## src/rtl/core/swoir_pkg.sv

```systemverilog
// Shared types and constants for the offset stack block.
// Holds the channel word types, opcode and status codes and the cell command.
// No dependencies.
`timescale 1ns / 1ps

package swoir_pkg;

   localparam int OPCODE_W = 3;
   localparam int VALUE_W  = 32;
   localparam int OFFSET_W = 6;
   localparam int STATUS_W = 2;
   localparam int COUNT_W  = 7;

   // Number of cells folded into one register of the read tree.
   localparam int GROUP_SIZE = 8;

   localparam logic [OPCODE_W-1:0] OP_PUSH   = 3'd0;
   localparam logic [OPCODE_W-1:0] OP_POP    = 3'd1;
   localparam logic [OPCODE_W-1:0] OP_PEEK   = 3'd2;
   localparam logic [OPCODE_W-1:0] OP_INSERT = 3'd3;
   localparam logic [OPCODE_W-1:0] OP_REMOVE = 3'd4;
   localparam logic [OPCODE_W-1:0] OP_CLEAR  = 3'd5;

   localparam logic [STATUS_W-1:0] ST_OK     = 2'd0;
   localparam logic [STATUS_W-1:0] ST_EMPTY  = 2'd1;
   localparam logic [STATUS_W-1:0] ST_FULL   = 2'd2;
   localparam logic [STATUS_W-1:0] ST_OFFSET = 2'd3;

   // How the cells move on a write.
   localparam logic [1:0] SHIFT_PUSH   = 2'd0;
   localparam logic [1:0] SHIFT_POP    = 2'd1;
   localparam logic [1:0] SHIFT_INSERT = 2'd2;
   localparam logic [1:0] SHIFT_REMOVE = 2'd3;

   typedef struct packed {
      logic [OPCODE_W-1:0] opcode;
      logic [VALUE_W-1:0]  value;
      logic [OFFSET_W-1:0] offset;
   } req_word_type;

   typedef struct packed {
      logic [VALUE_W-1:0]  data_out;
      logic [STATUS_W-1:0] status;
      logic [COUNT_W-1:0]  count;
   } rsp_word_type;

   // Broadcast to every cell of the chain.
   typedef struct packed {
      logic                write;
      logic [1:0]          kind;
      logic                read;
      logic                read_at_offset;
      logic [OFFSET_W-1:0] offset;
   } cell_cmd_type;

endpackage

```

## src/rtl/core/swoir_cell.sv

```systemverilog
// One entry of the stack chain; INDEX is its depth below the top.
// Depends on swoir_pkg for the cell command type and shift codes.
`timescale 1ns / 1ps

module swoir_cell #(
   parameter int INDEX      = 0,
   parameter int DATA_WIDTH = 32
) (
   input  logic                     clock,
   input  swoir_pkg::cell_cmd_type  cmd,
   input  logic [DATA_WIDTH-1:0]    load_data,
   input  logic [DATA_WIDTH-1:0]    shallow_data,
   input  logic [DATA_WIDTH-1:0]    deep_data,
   output logic [DATA_WIDTH-1:0]    data,
   output logic [DATA_WIDTH-1:0]    tap
);

   logic [DATA_WIDTH-1:0] data_ff;
   logic [DATA_WIDTH-1:0] data_in;
   logic                  below_off;
   logic                  at_off;
   logic                  at_insert;
   logic                  selected;

   assign below_off = INDEX < int'(cmd.offset);
   assign at_off    = INDEX == int'(cmd.offset);
   assign at_insert = INDEX == int'(cmd.offset) + 1;

   always_comb begin
      data_in = data_ff;
      if (cmd.write) begin
         case (cmd.kind)
            swoir_pkg::SHIFT_PUSH: begin
               data_in = (INDEX == 0) ? load_data : shallow_data;
            end
            swoir_pkg::SHIFT_POP: begin
               data_in = deep_data;
            end
            swoir_pkg::SHIFT_INSERT: begin
               // Entries at or above the offset stay; the new word lands just below them.
               if (below_off || at_off) begin
                  data_in = data_ff;
               end else if (at_insert) begin
                  data_in = load_data;
               end else begin
                  data_in = shallow_data;
               end
            end
            swoir_pkg::SHIFT_REMOVE: begin
               data_in = below_off ? data_ff : deep_data;
            end
            default: begin
               data_in = data_ff;
            end
         endcase
      end
   end

   always_ff @(posedge clock) begin
      data_ff <= data_in;
   end

   assign selected = cmd.read && (cmd.read_at_offset ? at_off : (INDEX == 0));
   assign tap      = selected ? data_ff : '0;
   assign data     = data_ff;

endmodule

```

## config.mk

```make
export PLATFORM = sky130hd
export DESIGN_NAME = swoir_cell
export DESIGN_NICKNAME = d
export VERILOG_FILES = /design/src/rtl/core/swoir_pkg.sv /design/src/rtl/core/swoir_cell.sv
export SDC_FILE = /design/constraint.sdc
export NUM_CORES = 1
export LEC_CHECK = 0
export ABC_AREA = 0
export BUFFER_PORTS_ARGS = -buffer_cell sky130_fd_sc_hd__buf_2
export CAP_MARGIN = 10
export CORE_MARGIN = 2
export CORE_UTILIZATION = 43
export DETAILED_ROUTE_END_ITERATION = 16
export PLACE_DENSITY = 0.83
export SLEW_MARGIN = 25
export SYNTH_ARGS = -nofsm -noshare
export SYNTH_HDL_FRONTEND = slang
export SYNTH_SLANG_ARGS = --single-unit
```

## constraint.sdc

```tcl
create_clock -name clock -period 5 [get_ports clock]
set_clock_uncertainty 0.15 [all_clocks]
set_input_delay 0.75 -clock clock [delete_from_list [all_inputs] [get_ports clock]]
set_output_delay 0.75 -clock clock [all_outputs]
set_load 0.01 [all_outputs]
```

# Word level (Yosys, flattened, before mapping)
# Cells that the tools add are included.
# totals
word_cells	20
out_inout_bits	64
inputBits	108
reg_bits	32
# op_classes
reduce_logical	6
eq_ne	5
mux	6
magnitude_cmp	1
add_sub_neg	1
# op_table
cell	n
$mux W32	4
$pmux W32 S4	1
$logic_not A32 Y1	1
$add A6 B1 Y7 const B	1
$logic_not A6 Y1	1
$lt A1 B6 Y1 const A	1
$eq A2 B2 Y1 const B	2
$ne A2 B2 Y1 const B	2
$reduce_and A3 Y1	1
$eq A2 B1 Y1 const B	1
$logic_not A2 Y1	1
$logic_and A1 B1 Y1	1
$logic_or A1 B1 Y1	1
$mux W1	1

# Depth between registers and ports, before layout
# logic_depth
word_depth	5
mapped_depth	4
mapped_depth_nobuf	2

# Worst setup path after synthesis
# No wires, ideal clock.
# synth_timing
path_kind	input -> register
start	input port cmd[0] (netlist name)
end	register data_ff[0] (netlist: data[0]), enable pin
path_buffers	2
arrival_time_ns	3.169
setup_slack_ns	1.249
setup_time_ns	0.433
path_stages	4
required_ns	4.417
path_cell_list	or4_4 > buf_6 > buf_6 > o22ai_1
# synth_between
elab_chain_len	4
elab_cells_between_ends	6
classes_between	order compare: 1; eq/ne: 2; reduce/logical: 3
# synth_lines
element	line	text
from (decl)	swoir_cell.sv:10	input swoir_pkg::cell_cmd_type cmd,
$lt A1 B6 Y1 or $logic_not A6 Y1 (tied branches)	swoir_cell.sv:25, swoir_cell.sv:26	
$logic_or A1 B1 Y1	swoir_cell.sv:41	if (below_off || at_off) begin
$ne A2 B2 Y1 (no source line)	n/a	
$reduce_and A3 Y1 (no source line) (*)	n/a	
to (signal assigned)	swoir_cell.sv:60	data_ff <= data_in;
to (decl)	swoir_cell.sv:18	logic [DATA_WIDTH-1:0] data_ff;
# Every way passes the cells marked *; elsewhere a longest branch is shown, timed or not.
# A chain may end at the register's enable or synchronous reset.

# Worst setup path after layout
# layout_timing
start	input port cmd[0] (netlist name)
end	output port tap[31]
# layout_between
elab_chain_len	4
# layout_lines
element	line	text
$logic_not A6 Y1	swoir_cell.sv:26	assign at_off = INDEX == int'(cmd.offset);
$mux W1	swoir_cell.sv:63	assign selected = cmd.read && (cmd.read_at_offset ? at_off : (INDEX == 0));
$logic_and A1 B1 Y1	swoir_cell.sv:63	
$mux W32	swoir_cell.sv:64	assign tap = selected ? data_ff : '0;
to (decl)	swoir_cell.sv:15	output logic [DATA_WIDTH-1:0] tap
# No other way between the ends.

==> out/qor.yml <==
area_growth_pct: 34.9
power_density_nw_per_um2: 209
pwr-share-clk_pct: 25.4
relSlewSlack_pct: 34.1
finalCriticalPeriod_ps: 3170
vdd_drop_max_uv: 110
root_buffer: "clkbuf_8"
rsz0062_at_grt: "no"
m1WireLength_um: 2990
internal_power_uw: 513
post_cts_resized: 0
cts_buffers: 5
cp_slowest_cell: "or4_4"
io_pins: 172
synthesis.nets: 369
seqPwrFrac_pct: 46.3
die_y_um: 81.9
die_x_um: 81.9
wirelength_um: 7600
met3WireLength_um: 504
multiInputGateArea_um2: 1500
numPortBuffers: 171
dieArea_um2: 6710
outcome: "finished, final reports clean"
cpPeakStageDelay_ps: 810
yosysSeqAreaShare_pct: 36.8
nets: 516
syn_area_um2: 2610
diodes: 0
hold_buffers: 0
grt_usage_pct: 21.4
drcViolationCount: 0
num_rows: 28
tightest_slew_ps: 989
hold_viol: 0
cp_max_fo: 33
pre_cts_ws_ps: 1830
syn_area_per_cell_um2: 10.0
fmax_mhz: 316
drt_first_pass_iters: 5
clkSlewWorstSetupHoldPaths_ps: 60
wire_per_inst_um: 15.7
place_area_um2: 3420
num_vias: 2622
fillers: 508
crit_chain: "buf_2 > or4_4 > o41ai_1 > buf_2"
switching_share_pct: 30.2
drt_iter0_drc: 102
largest_reg_flops: 32
fin_ws_ps: 1830
cp.required_ps: 4100
drtAntennaViolNets: 0
setup_viol: 0
hp-class: "input pin to register"
postCtsSetupRepairBufs: 0
ys_ff_latch: 32
clock-sinks: 32
mostFrequentLayoutCells: "170 x buf_2, 64 x nand2_1"
ys_types: 15
antenna_found_initial: 0
vias_per_cell: 5.42
h-tree-depth: 2
worst_path_most_repeated_cell: "buf_2"
grt_max_degree: 65
register_area_um2: 961
layout_commonest_cell: "buf_2"
cp.arrival_ps: 2270
finalCritPeriodShare_pct: 63.3
maxCapViolCount: 0
coreArea_um2: 5890
comb_power_share_pct: 28.3
cp-start-kind: "input pin"
p_leak_uw: 0.00171
endpoint_kind: "primary output"
dpl.hpwl_um: 5590
grt_pass1_wl_um: 10800
cts_tree: "built"
tns_ps: 0
netlist_instances: 261
final_max_slew_viol_count: 0
worstSetupPathType: "input pin to primary output"
globalplace.congestion: 0.835
route.met2.wl_um: 3940
dr.max_layer_used: "met4"
p_switching_uw: 222
synth_warnings: 0
first_global_vias: 2315
grt.overflow.total: 0
final_area_um2: 3520
start_util_pct: 44.3
drive_gt1_share_pct: 51.1
clk_path_buf_depth: 2
==> worst max-delay path, delay by kind of cell <==
| kind | cells | cell delay, ps |
|---|---|---|
| buf+inv | 2 | 300 |
| compound gates | 1 | 410 |
| simple gates | 1 | 810 |
==> per-stage QoR <==
step | power, uW | util (%) | hold WS (ps) | instances
after floorplan | 461 | - | 787 | 261
after global placement | 547 | 58.2 | 877 | 475
after detailed placement | 555 | 58.2 | 887 | 475
after CTS | 740 | 59.5 | 594 | 483
after global routing | 771 | 59.8 | 598 | 484
final | 736 | 59.8 | 599 | 484
==> final timing paths <==
check                          from            endpoint  cells after the start
worst max-delay path         cmd[0]             tap[31]                      4
worst min-delay path  deep_data[20]  data[20]$_DFFE_PP_                      3
==> power by group through the flow <==
stage          Sequential (uW)  Combinational (uW)  Clock [uW]
6_report                   341                 208         187
3_5_place_dp               347                 209           0
3_3_place_gp               346                 202           0
2_1_floorplan              352                 108           0
5_1_grt                    344                 227         200
4_1_cts                    341                 209         190
==> metal layers <==
layer | global-route usage, % | vias to the layer above
met1 | 26.0 | 1224
met5 | 0 | -
met4 | 8.67 | 0
met3 | 4.51 | 16
li1 | - | 1272
met2 | 36.8 | 110
==> cell type report <==
class	count	area share [%]
Sequential cell	32	27.3
Timing Repair Buffer	173	25.0
Tap cell	75	2.67
Inverter	1	0.107
Clock inverter	1	0.107
Clock buffer	7	2.17
Multi-Input combinational cell	195	42.6
==> synth_stat cells <==
cell / n / share of area, %
inv_1: 1 / 0.14
o21ai_0: 32 / 6.1
o41ai_2: 29 / 18
buf_2: 3 / 0.58
or4_4: 1 / 0.43
nand3b_1: 32 / 9.2
nand2_1: 64 / 9.2
buf_1: 6 / 0.86
clkbuf_1: 20 / 2.9
nand4bb_1: 1 / 0.43
buf_6: 4 / 1.7
o22ai_1: 1 / 0.24
edfxtp_1: 32 / 37
mux2i_1: 32 / 12
o41ai_1: 3 / 1.0
==> cell families (layout without fill, tap and decap cells) <==
| group | after synthesis | in the layout | synth area share, % |
|---|---|---|---|
| AOI/OAI and AO/OA | 65 | 65 | 25.5 |
| muxes | 32 | 32 | 12.3 |
| DFF | 32 | 32 | 36.8 |
| buffers and inverters | 34 | 182 | 6.18 |
| and+or+nand+nor | 98 | 98 | 19.3 |
No activity file was read; power rests on OpenSTA's default activity.
